### src/rtl/wwvb_dst_status_core_macros.svh
// Assertion macros shared by the WWVB DST status core.
`ifndef WWVB_DST_STATUS_CORE_MACROS_SVH
`define WWVB_DST_STATUS_CORE_MACROS_SVH

// Same-cycle implication, checked on every rising clock edge outside reset.
`define WDS_ASSERT_NOW(label, ante, cons, msg) \
  label: assert property (@(posedge clk_i) disable iff (!rst_ni) (ante) |-> (cons)) \
    else $error(msg);

// Next-cycle implication, checked on every rising clock edge outside reset.
`define WDS_ASSERT_NEXT(label, ante, cons, msg) \
  label: assert property (@(posedge clk_i) disable iff (!rst_ni) (ante) |=> (cons)) \
    else $error(msg);

`endif

### src/rtl/wds_pkg.sv
// Package with the shared types, constants and calendar functions of the DST status core.
package wds_pkg;

  localparam int unsigned YearW   = 12;
  localparam int unsigned MonthW  = 4;
  localparam int unsigned DayW    = 5;
  localparam int unsigned HourW   = 5;
  localparam int unsigned OffsetW = 5;

  localparam logic signed [OffsetW-1:0] OffsetReset = -5'sd5;

  localparam logic [MonthW-1:0] MonthJan = 4'd1;
  localparam logic [MonthW-1:0] MonthFeb = 4'd2;
  localparam logic [MonthW-1:0] MonthMar = 4'd3;
  localparam logic [MonthW-1:0] MonthApr = 4'd4;
  localparam logic [MonthW-1:0] MonthOct = 4'd10;
  localparam logic [MonthW-1:0] MonthNov = 4'd11;
  localparam logic [MonthW-1:0] MonthDec = 4'd12;

  // Reciprocals for exact constant division of the narrow year terms.
  localparam logic [10:0] Recip25   = 11'd1311;
  localparam int unsigned Recip25Sh = 15;
  localparam logic [13:0] Recip7    = 14'd9363;
  localparam int unsigned Recip7Sh  = 16;

  // Month key of March and November plus the first day of the month.
  localparam logic [12:0] WeekdayBias = 13'd3;

  typedef enum logic [1:0] {
    STATUS_STANDARD  = 2'd0,
    STATUS_ENDS      = 2'd1,
    STATUS_BEGINS    = 2'd2,
    STATUS_IN_EFFECT = 2'd3
  } dst_status_e;

  typedef struct packed {
    logic       leap;
    logic [2:0] first_sunday;
  } year_info_t;

  function automatic logic [DayW-1:0] days_in_month(input logic [MonthW-1:0] month,
                                                    input logic leap);
    logic [DayW-1:0] days;
    case (month)
      4'd2:                   days = leap ? 5'd29 : 5'd28;
      4'd4, 4'd6, 4'd9, 4'd11: days = 5'd30;
      default:                days = 5'd31;
    endcase
    return days;
  endfunction

endpackage

### src/rtl/wds_year_calc.sv
// Leap-year test and first Sunday of March and November for a given year.
module wds_year_calc (
  input  logic [wds_pkg::YearW-1:0] year_i,
  output wds_pkg::year_info_t       info_o
);

  logic [9:0]  year_div4;
  logic [7:0]  year_div16;
  logic [20:0] prod100;
  logic [18:0] prod400;
  logic [5:0]  q100;
  logic [3:0]  q400;
  logic [12:0] rem100;
  logic [12:0] wsum;
  logic [26:0] prod7;
  logic [10:0] q7;
  logic [12:0] wrem;
  logic [2:0]  wday;
  logic        div100;

  assign year_div4  = year_i[11:2];
  assign year_div16 = year_i[11:4];
  assign prod100    = 21'(year_div4) * 21'(wds_pkg::Recip25);
  assign prod400    = 19'(year_div16) * 19'(wds_pkg::Recip25);
  assign q100       = prod100[wds_pkg::Recip25Sh +: 6];
  assign q400       = prod400[wds_pkg::Recip25Sh +: 4];
  assign rem100     = 13'(year_i) - 13'(q100) * 13'd100;
  assign div100     = (rem100 == 13'd0);

  assign wsum  = 13'(year_i) + 13'(year_div4) - 13'(q100) + 13'(q400) + wds_pkg::WeekdayBias;
  assign prod7 = 27'(wsum) * 27'(wds_pkg::Recip7);
  assign q7    = prod7[wds_pkg::Recip7Sh +: 11];
  assign wrem  = wsum - 13'(q7) * 13'd7;
  assign wday  = wrem[2:0];

  always_comb begin
    info_o.leap = ((year_i[1:0] == 2'b00) && !div100) ||
                  (div100 && (year_i[3:0] == 4'b0000));
    if (wday == 3'd0) begin
      info_o.first_sunday = 3'd1;
    end else begin
      info_o.first_sunday = 3'd0 - wday;
    end
  end

endmodule

### src/rtl/wds_rollback.sv
// Moves the UTC date back one day when the local standard-time hour is negative.
module wds_rollback (
  input  logic [wds_pkg::MonthW-1:0]         month_i,
  input  logic [wds_pkg::DayW-1:0]           day_i,
  input  logic [wds_pkg::HourW-1:0]          hour_i,
  input  logic signed [wds_pkg::OffsetW-1:0] offset_i,
  input  logic                               leap_i,
  output logic [wds_pkg::MonthW-1:0]         month_o,
  output logic [wds_pkg::DayW-1:0]           day_o
);

  logic [6:0]                 hour_sum;
  logic [wds_pkg::MonthW-1:0] prev_month;

  assign hour_sum = {2'b00, hour_i} + {{2{offset_i[wds_pkg::OffsetW-1]}}, offset_i};

  always_comb begin
    if (month_i <= wds_pkg::MonthJan) begin
      prev_month = wds_pkg::MonthDec;
    end else begin
      prev_month = month_i - 4'd1;
    end
  end

  always_comb begin
    month_o = month_i;
    day_o   = day_i;
    if (hour_sum[6]) begin
      if (day_i > 5'd1) begin
        day_o = day_i - 5'd1;
      end else begin
        month_o = prev_month;
        day_o   = wds_pkg::days_in_month(prev_month,
                                         leap_i && (prev_month == wds_pkg::MonthFeb));
      end
    end
  end

endmodule

### src/rtl/wwvb_dst_status_core.sv
// Top level of the WWVB DST status core: request register, date logic and result register.
// A request is held in the request register; its result and done_o are then registered in
// the result register, from which they drive the ports.
// Throughput: one request per cycle; busy_o is always low and results cannot be stalled.
// Reset clears both pipeline valid flags and sets the zone offset to -5 hours.
// Results leave in request order, one result per request.
module wwvb_dst_status_core (
  input  logic                               clk_i,
  input  logic                               rst_ni,
  input  logic                               start_i,
  output logic                               busy_o,
  input  logic [wds_pkg::YearW-1:0]          utc_year_i,
  input  logic [wds_pkg::MonthW-1:0]         utc_month_i,
  input  logic [wds_pkg::DayW-1:0]           utc_day_i,
  input  logic [wds_pkg::HourW-1:0]          utc_hour_i,
  input  logic                               zone_offset_we_i,
  input  logic signed [wds_pkg::OffsetW-1:0] zone_offset_i,
  output logic                               done_o,
  output logic [1:0]                         dst_status_o
);

  `include "wwvb_dst_status_core_macros.svh"

  logic                               req_valid_q;
  logic [wds_pkg::YearW-1:0]          year_q;
  logic [wds_pkg::MonthW-1:0]         month_q;
  logic [wds_pkg::DayW-1:0]           day_q;
  logic [wds_pkg::HourW-1:0]          hour_q;
  logic signed [wds_pkg::OffsetW-1:0] offset_q;
  logic                               done_q;
  wds_pkg::dst_status_e               status_d;
  wds_pkg::dst_status_e               status_q;
  wds_pkg::year_info_t                year_info;
  logic [wds_pkg::MonthW-1:0]         loc_month;
  logic [wds_pkg::DayW-1:0]           loc_day;
  logic [wds_pkg::DayW-1:0]           start_day;
  logic [wds_pkg::DayW-1:0]           end_day;
  logic                               req_accept;

  assign busy_o     = 1'b0;
  assign req_accept = start_i && !busy_o;

  always_ff @(posedge clk_i or negedge rst_ni) begin
    if (!rst_ni) begin
      offset_q <= wds_pkg::OffsetReset;
    end else if (zone_offset_we_i) begin
      offset_q <= zone_offset_i;
    end
  end

  always_ff @(posedge clk_i or negedge rst_ni) begin
    if (!rst_ni) begin
      req_valid_q <= 1'b0;
      done_q      <= 1'b0;
    end else begin
      req_valid_q <= req_accept;
      done_q      <= req_valid_q;
    end
  end

  always_ff @(posedge clk_i) begin
    if (req_accept) begin
      year_q  <= utc_year_i;
      month_q <= utc_month_i;
      day_q   <= utc_day_i;
      hour_q  <= utc_hour_i;
    end
    if (req_valid_q) begin
      status_q <= status_d;
    end
  end

  wds_year_calc u_year_calc (
    .year_i (year_q),
    .info_o (year_info)
  );

  wds_rollback u_rollback (
    .month_i  (month_q),
    .day_i    (day_q),
    .hour_i   (hour_q),
    .offset_i (offset_q),
    .leap_i   (year_info.leap),
    .month_o  (loc_month),
    .day_o    (loc_day)
  );

  // A step back into another year always lands in December, so the transition
  // months only ever see the request's own year.
  assign end_day   = {2'b00, year_info.first_sunday};
  assign start_day = end_day + 5'd7;

  always_comb begin
    status_d = wds_pkg::STATUS_STANDARD;
    if (loc_month == wds_pkg::MonthMar) begin
      if (loc_day == start_day) begin
        status_d = wds_pkg::STATUS_BEGINS;
      end else if (loc_day > start_day) begin
        status_d = wds_pkg::STATUS_IN_EFFECT;
      end
    end else if (loc_month == wds_pkg::MonthNov) begin
      if (loc_day == end_day) begin
        status_d = wds_pkg::STATUS_ENDS;
      end else if (loc_day < end_day) begin
        status_d = wds_pkg::STATUS_IN_EFFECT;
      end
    end else if (loc_month inside {[wds_pkg::MonthApr:wds_pkg::MonthOct]}) begin
      status_d = wds_pkg::STATUS_IN_EFFECT;
    end
  end

  assign done_o       = done_q;
  assign dst_status_o = status_q;

  `WDS_ASSERT_NEXT(a_req_enters, req_accept, req_valid_q, "accepted request not registered")
  `WDS_ASSERT_NEXT(a_req_done, req_valid_q, done_o, "registered request gave no result")
  `WDS_ASSERT_NOW(a_done_origin, done_o, $past(req_valid_q), "result without a request")
  `WDS_ASSERT_NEXT(a_begins_march, req_valid_q && (loc_month != wds_pkg::MonthMar), dst_status_o != wds_pkg::STATUS_BEGINS, "begins code outside March")

endmodule

### config.mk
export PLATFORM = sky130hd
export DESIGN_NAME = wwvb_dst_status_core
export DESIGN_NICKNAME = d
export VERILOG_FILES = /design/src/rtl/wds_pkg.sv /design/src/rtl/wds_year_calc.sv /design/src/rtl/wds_rollback.sv /design/src/rtl/wwvb_dst_status_core.sv
export VERILOG_INCLUDE_DIRS = /design/src /design/src/rtl
export SDC_FILE = /design/constraint.sdc
export NUM_CORES = 1
export LEC_CHECK = 0
export ABC_AREA = 1
export BUFFER_PORTS_ARGS = -buffer_cell sky130_fd_sc_hd__buf_2
export CAP_MARGIN = 20
export CORE_UTILIZATION = 59
export DETAILED_ROUTE_END_ITERATION = 16
export GPL_ROUTABILITY_DRIVEN = 0
export HOLD_SLACK_MARGIN = 0.02
export PLACE_DENSITY = 0.8
export SYNTH_ARGS = -nofsm -noshare
export SYNTH_HDL_FRONTEND = slang
export SYNTH_SLANG_ARGS = --single-unit
export TNS_END_PERCENT = 50
### constraint.sdc
create_clock -name clk_i -period 13.84 [get_ports clk_i]
set_clock_uncertainty 0.1 [all_clocks]
set_input_delay 0.692 -clock clk_i [delete_from_list [all_inputs] [get_ports clk_i]]
set_output_delay 0.692 -clock clk_i [all_outputs]
set_load 0.02 [all_outputs]
* Word-level counts from Yosys, hierarchy flattened
Index checks and enable logic that the tools add are counted.
** Storage, ports and cells
- Word-level logic and storage cells :: 65
- Register bits after elaboration :: 35
- Bits of input ports :: 35
- Output and inout port bits :: 4
** Cells by class
- $mul :: 5
- Reductions and logical operators :: 11
- $lt $le $gt $ge :: 6
- Add/sub/neg operators :: 11
- Equality and inequality tests :: 9
- Muxes and demuxes :: 15
** Operator list (number)
- 13-bit by 14-bit multiplier with 27-bit output (second input constant) :: 1
- 10-bit by 11-bit multiplier with 21-bit output (second input constant) :: 1
- 8-bit by 11-bit multiplier with 19-bit output (second input constant) :: 1
- 2-bit 2-to-1 mux :: 7
- 12-bit by 10-bit adder with 13-bit output :: 1
- 13-bit by 2-bit adder with 13-bit output (second input constant) :: 1
- 13-bit by 4-bit adder with 13-bit output :: 1
- 13-bit logical NOT :: 1
- 12-bit by 13-bit subtractor with 13-bit output :: 1
- 13-bit by 6-bit subtractor with 13-bit output :: 1
- 4-bit equality test (second input constant) :: 3
- 4-bit 2-to-1 mux :: 3
- 11-bit by 3-bit multiplier with 3-bit output (second input constant) :: 1
- 6-bit by 5-bit multiplier with 11-bit output (second input constant) :: 1
- 5-bit 2-to-1 mux :: 2
- 5-bit one-hot mux with 2 select lines :: 1
- 4-bit by 2-bit equality test with 1-bit output (second input constant) :: 2
- 4-bit by 3-bit equality test with 1-bit output (second input constant) :: 2
- 6-bit by 5-bit adder with 7-bit output :: 1
- 5-bit by 3-bit equality test with 1-bit output :: 1
- 5-bit by 4-bit equality test with 1-bit output :: 1
- 5-bit by 1-bit > comparator with 1-bit output (second input constant) :: 1
- 5-bit by 4-bit > comparator with 1-bit output :: 1
- 5-bit by 3-bit < comparator with 1-bit output :: 1
- 17 further kinds :: 20

* Logic depth before layout (Yosys ltp)
- Word-level depth :: 17
- Mapped depth :: 75
- Gate-level depth less buffers :: 75

* Hierarchy
From an unflattened synthesis, not the netlist that was laid out.
** Second synthesis, totals
- Cell total of the unflattened synthesis :: 1005
- Area, all modules :: 8538.2 µm²
** By module, submodules not included
- wds_year_calc :: seq. area each 0.0 µm², instances 1, area each 6607.6 µm², cells an instance 805
- wwvb_dst_status_core :: seq. area each 1021.0 µm², instances 1, area each 1437.6 µm², cells an instance 110
- wds_rollback :: seq. area each 0.0 µm², instances 1, area each 493.0 µm², cells an instance 90

* Worst setup path before layout
Ideal clock, no wire load.
- Kind :: register -> register
- Start point :: register year_q[10] (netlist name)
- End point :: register status_q[1] (netlist: dst_status_o[1]), data pin
- Setup slack :: -0.385 ns
- Data required time :: 13.477 ns
- Data arrival time :: 13.862 ns
- Stages on the path, launching flop included :: 70
- Clock period less this slack :: 14.225 ns
- Buffers on the path :: 0
- Setup time :: 0.263 ns
- Path through :: edfxtp_1 fa_1 xor2_1 ha_1 fa_1 inv_1 fa_1 inv_1 fa_1 ha_1 nand2_1 inv_1 nand2_1 nand2_1 a21oi_2 nand2_2 a21oi_1 nor2_1 [34 not listed] xnor2_1 xor2_1 xnor2_1 xor2_1 ha_1 inv_1 nand2_1 inv_1 nand2_1 xor2_1 inv_1 ha_1 a21oi_1 nor2_1 nor3b_1 o21ai_0 o21bai_1 nand3_1
** Between the ends
- Word-level cells in the longest chain between the ends :: 17
- Elaborated cells between the ends (all ways) :: 35
- Those cells by class :: add/sub (8); mul (5); order compare (2); eq/ne (2); mux (11); reduce/logical (7)
** Ends and longest elaborated chain
- from (decl) :: line wwvb_dst_status_core.sv:25 : logic [wds_pkg::YearW-1:0] year_q;
- from (signal assigned) :: line wwvb_dst_status_core.sv:63 : year_q <= utc_year_i;
- parallel branches: the longest is 16 deep, another holds 13-bit by 14-bit multiplier with 27-bit output
- 2-bit 2-to-1 mux (*) :: line wwvb_dst_status_core.sv:95 : if (loc_month == wds_pkg::MonthMar) begin
- via status_d[1] :: line wwvb_dst_status_core.sv:31 : wds_pkg::dst_status_e status_d;
- to (signal assigned) :: line wwvb_dst_status_core.sv:69 : status_q <= status_d;
- to (decl) :: line wwvb_dst_status_core.sv:32 : wds_pkg::dst_status_e status_q;
Mark *: on every way through the listed nets, which the timed path passes.
A chain may end at the register's enable or synchronous reset.

* Worst setup path after layout
- Start point :: register year_q[9] (netlist name)
- End point :: register status_q[1] (netlist: dst_status_o[1]), data pin
The elaborated chain is that of the path after synthesis.

==> flow_summary.yaml <==
detailed_routing:
  route.antenna.remaining_nets: 0
  firstDrtPassIters: 5
  detailroute.via_count: 6541
  wl_per_cell_um: 14.45
  vias_per_cell: 5.309
  remaining_drc_errors: 0
  initialDrtViolationCount: 253
  detailed_route_wire_length_um: 17810
layout:
  multiInputGateArea_um2: 6666
  fillers: 987
  final_stage_net_count: 1391
  fin_util: 0.7236
  diodes: 0
  area_growth_syn_to_layout_pct: 17.91
  seq_area_um2: 1021
  drive_gt1_frac: 0.2178
sta:
  tightestPinTransition_ns: 0.5830
  final-max-slew-violation-count: 0
  min_period_ns: 14.02
  fmax_mhz: 71.31
  hold_violations: 0
  finalWorstSetupSlack_ns: -0.1825
  final.period_utilization: 1.013
  rsz0062_at_grt: "true"
  final-setup-viol-count: 2
  slew_headroom: 0.6113
yosys:
  synth_largest_type_area_fraction: 0.3514
  synth_top_cells_by_count: "inv_1 (233), ha_1 (231), nand2_1 (105), fa_1 (70), a21oi_1 (48)"
  ys_warnings: 0
  cell_type_contributing_the_most_total_cell_area_after_synthesis: "ha_1"
  synthMostInstantiatedCell: "inv_1"
  compound_cell_area_share_of_the_yosys_netlist: 0.07744
  synth_top_family_by_area: "adder cells"
  synth.yosys.seq_area_share: 0.1241
  synth.distinct_cells: 45
  synth_flop_type: "edfxtp_1"
  yosys-mux-area-fraction: 0.005477
  post_synth_xor_area_fraction: 0.04686
  synth.net_count: 1271
  synth_enable_flop_cells: 28
  synth_cells: 935
  yosys-top-cells-area: "ha_1 (35%), fa_1 (17%), inv_1 (11%)"
  synth_simple_gate_area_share: 0.1161
  synthArstFlopShare: 0.2000
  synth-adder-area-share: 0.5218
  postSynthAreaPerCell_um2: 8.796
  synth.cell_area_um2: 8224
  ys_seq_elements: 35
critical_path:
  critical_path_peak_fanout: 3
  worst_r2r_path_depth: 68
  setup.reg_to_reg.worst_slack_ns: -0.18
  worst-endpoint-arrival_ns: 13.95
  crit-reg2reg-capture: "dst_status_o[1]$_DFFE_PP_"
  timing.critical_path.slowest_stage_cell: "fa_2"
  worstSetupEndpointType: "flop"
  worst_path_largest_cell_delay_ns: 0.66
  worstReg2RegStart: "year_q[9]$_DFFE_PP_"
  cpLargestDelayFamily: "adder cells"
  cp.required_ns: 13.77
  cp.buffers_inverters: 11
  setup.worst_path.class: "reg2reg"
  timing.critical_path.from_type: "flop"
  cpMostUsedCell: "fa_1"
global_route:
  grt_overall_usage: 0.2663
  grt_pass1_vias: 7075
  grt_pass1_wl_um: 31000
  gr-total-overflow: 0
  antenna_found_initial: 0
  grt_max_degree: 28
outcome:
  violated_checks: "setup timing"
  status: "finished with violations"
clock_network:
  cts-buffers-inserted: 5
  cell_chosen_for_the_clock_root: "clkbuf_16"
  clock_latency_ns: 0.28
  cts.reportedPaths.clkPinSlew_ns: 0.06
  clkSinkCount: 35
  htree_depth: 2
  cts_buffer_depth: 2
  postCtsHoldBufs: 0
  tritoncts: "yes"
die:
  initial_core_util: 0.6137
  floorplan.rows: 42
  io-pin-count: 39
  die_height_um: 120.1
  floorplan.core_area_um2: 13400
  die_area_um2: 14420
  die_w_um: 120.1
place:
  numPortBuffers: 37
  post-dp-hpwl_um: 14390
run:
  max-cap-violations: 0
min_path:
  timing.hold.worst.class: "in2async"
## placed cells by master (no fill, tap or decap), types with 3 or more instances in the layout
master / instances
inv_1: 219
ha_1: 219
nand2_1: 96
buf_4: 77
fa_1: 64
buf_2: 37
a21oi_1: 36
nor2_1: 33
nand3_1: 28
edfxtp_1: 28
xor2_1: 19
xnor2_1: 16
nand2_2: 15
inv_2: 15
a21oi_2: 13
o21ai_0: 11
o21bai_1: 10
ha_4: 9
nand4_1: 7
o21ai_1: 7
nor2_2: 7
nand3_2: 6
fa_2: 6
nor3_1: 5
clkbuf_16: 5
o211ai_1: 4
xor2_2: 4
xnor2_2: 4
mux2_2: 4
dfstp_2: 4
or2_2: 3
o21a_1: 3
a21o_1: 3
ha_2: 3
dfrtp_1: 3
## registers in the layout (all words and copies together), names as in the netlist
register and count:
day_q 5, done_o 1, dst_status_o 2, hour_q 5
month_q 4, offset_q 5, req_valid_q 1, year_q 12
## worst max path at each step
stage                                endpoint  slack (ns)  depth (start not counted)                  from
finish              dst_status_o[1]$_DFFE_PP_       -0.18                         68   year_q[9]$_DFFE_PP_
global route        dst_status_o[1]$_DFFE_PP_       -0.84                         70   year_q[9]$_DFFE_PP_
CTS                 dst_status_o[1]$_DFFE_PP_       -0.03                         69  year_q[11]$_DFFE_PP_
detailed placement  dst_status_o[1]$_DFFE_PP_       -0.63                         72  year_q[10]$_DFFE_PP_
global placement    dst_status_o[1]$_DFFE_PP_       -0.11                         70  year_q[10]$_DFFE_PP_
floorplan           dst_status_o[1]$_DFFE_PP_        0.05                         68  year_q[10]$_DFFE_PP_
## logic make-up after synthesis
kind of cell    count (synthesis)
fa+ha+maj                     301
xor+xnor                       44
buf+inv                       235
simple gates                  211
other cells                     1
compound gates                104
mux                             4
flops                          35
## stage by stage
step / TNS (ns) / worst slack (ns) / area [µm²] / hold slack (ns) / instances
floorplan: 0 / 0.04708 / 8290 / 0.2910 / 935
global placement: -0.1831 / -0.1080 / 9094 / 0.3423 / 1201
detailed placement: -1.249 / -0.6332 / 9094 / 0.3776 / 1201
CTS: -0.02912 / -0.02912 / 9549 / 0.1284 / 1231
global route: -1.667 / -0.8400 / 9697 / 0.1291 / 1232
finish: -0.3522 / -0.1825 / 9697 / 0.1247 / 1232
## repair_timing
action	in CTS	in global routing
buffers inserted	22	1
setup endpoints to repair	2	2
gates resized for setup	44	29
pin swaps	63	44
gates cloned	0	0
## layout make-up
cell class / count / area share
Multi-Input combinational cell: 665 / 0.6875
Sequential cell: 35 / 0.1053
Inverter: 234 / 0.09058
Timing Repair Buffer: 114 / 0.07871
Tap cell: 176 / 0.02271
Clock buffer: 5 / 0.01290
Clock inverter: 3 / 0.002323
## worst register-to-register path: cells and delay by family, from the launching register on
family                   cells  cell delay (ns)
adder cells (fa/ha/maj)     19             7.83
AO/OA/AOI/OAI               14             1.88
AND/OR/NAND/NOR             16             1.49
XOR/XNOR                     8             1.32
buffers and inverters       11             0.70
flip-flops                   1             0.42
## layer usage
layer / track usage / wire, µm
met5: 0 / 0
met2: 0.4996 / 9245
met4: 0.07266 / 438
met1: 0.3218 / 7682
met3: 0.02329 / 440
Power is not shown: default switching activity piles up to over one toggle a cycle in this logic, so the estimate is an artifact.
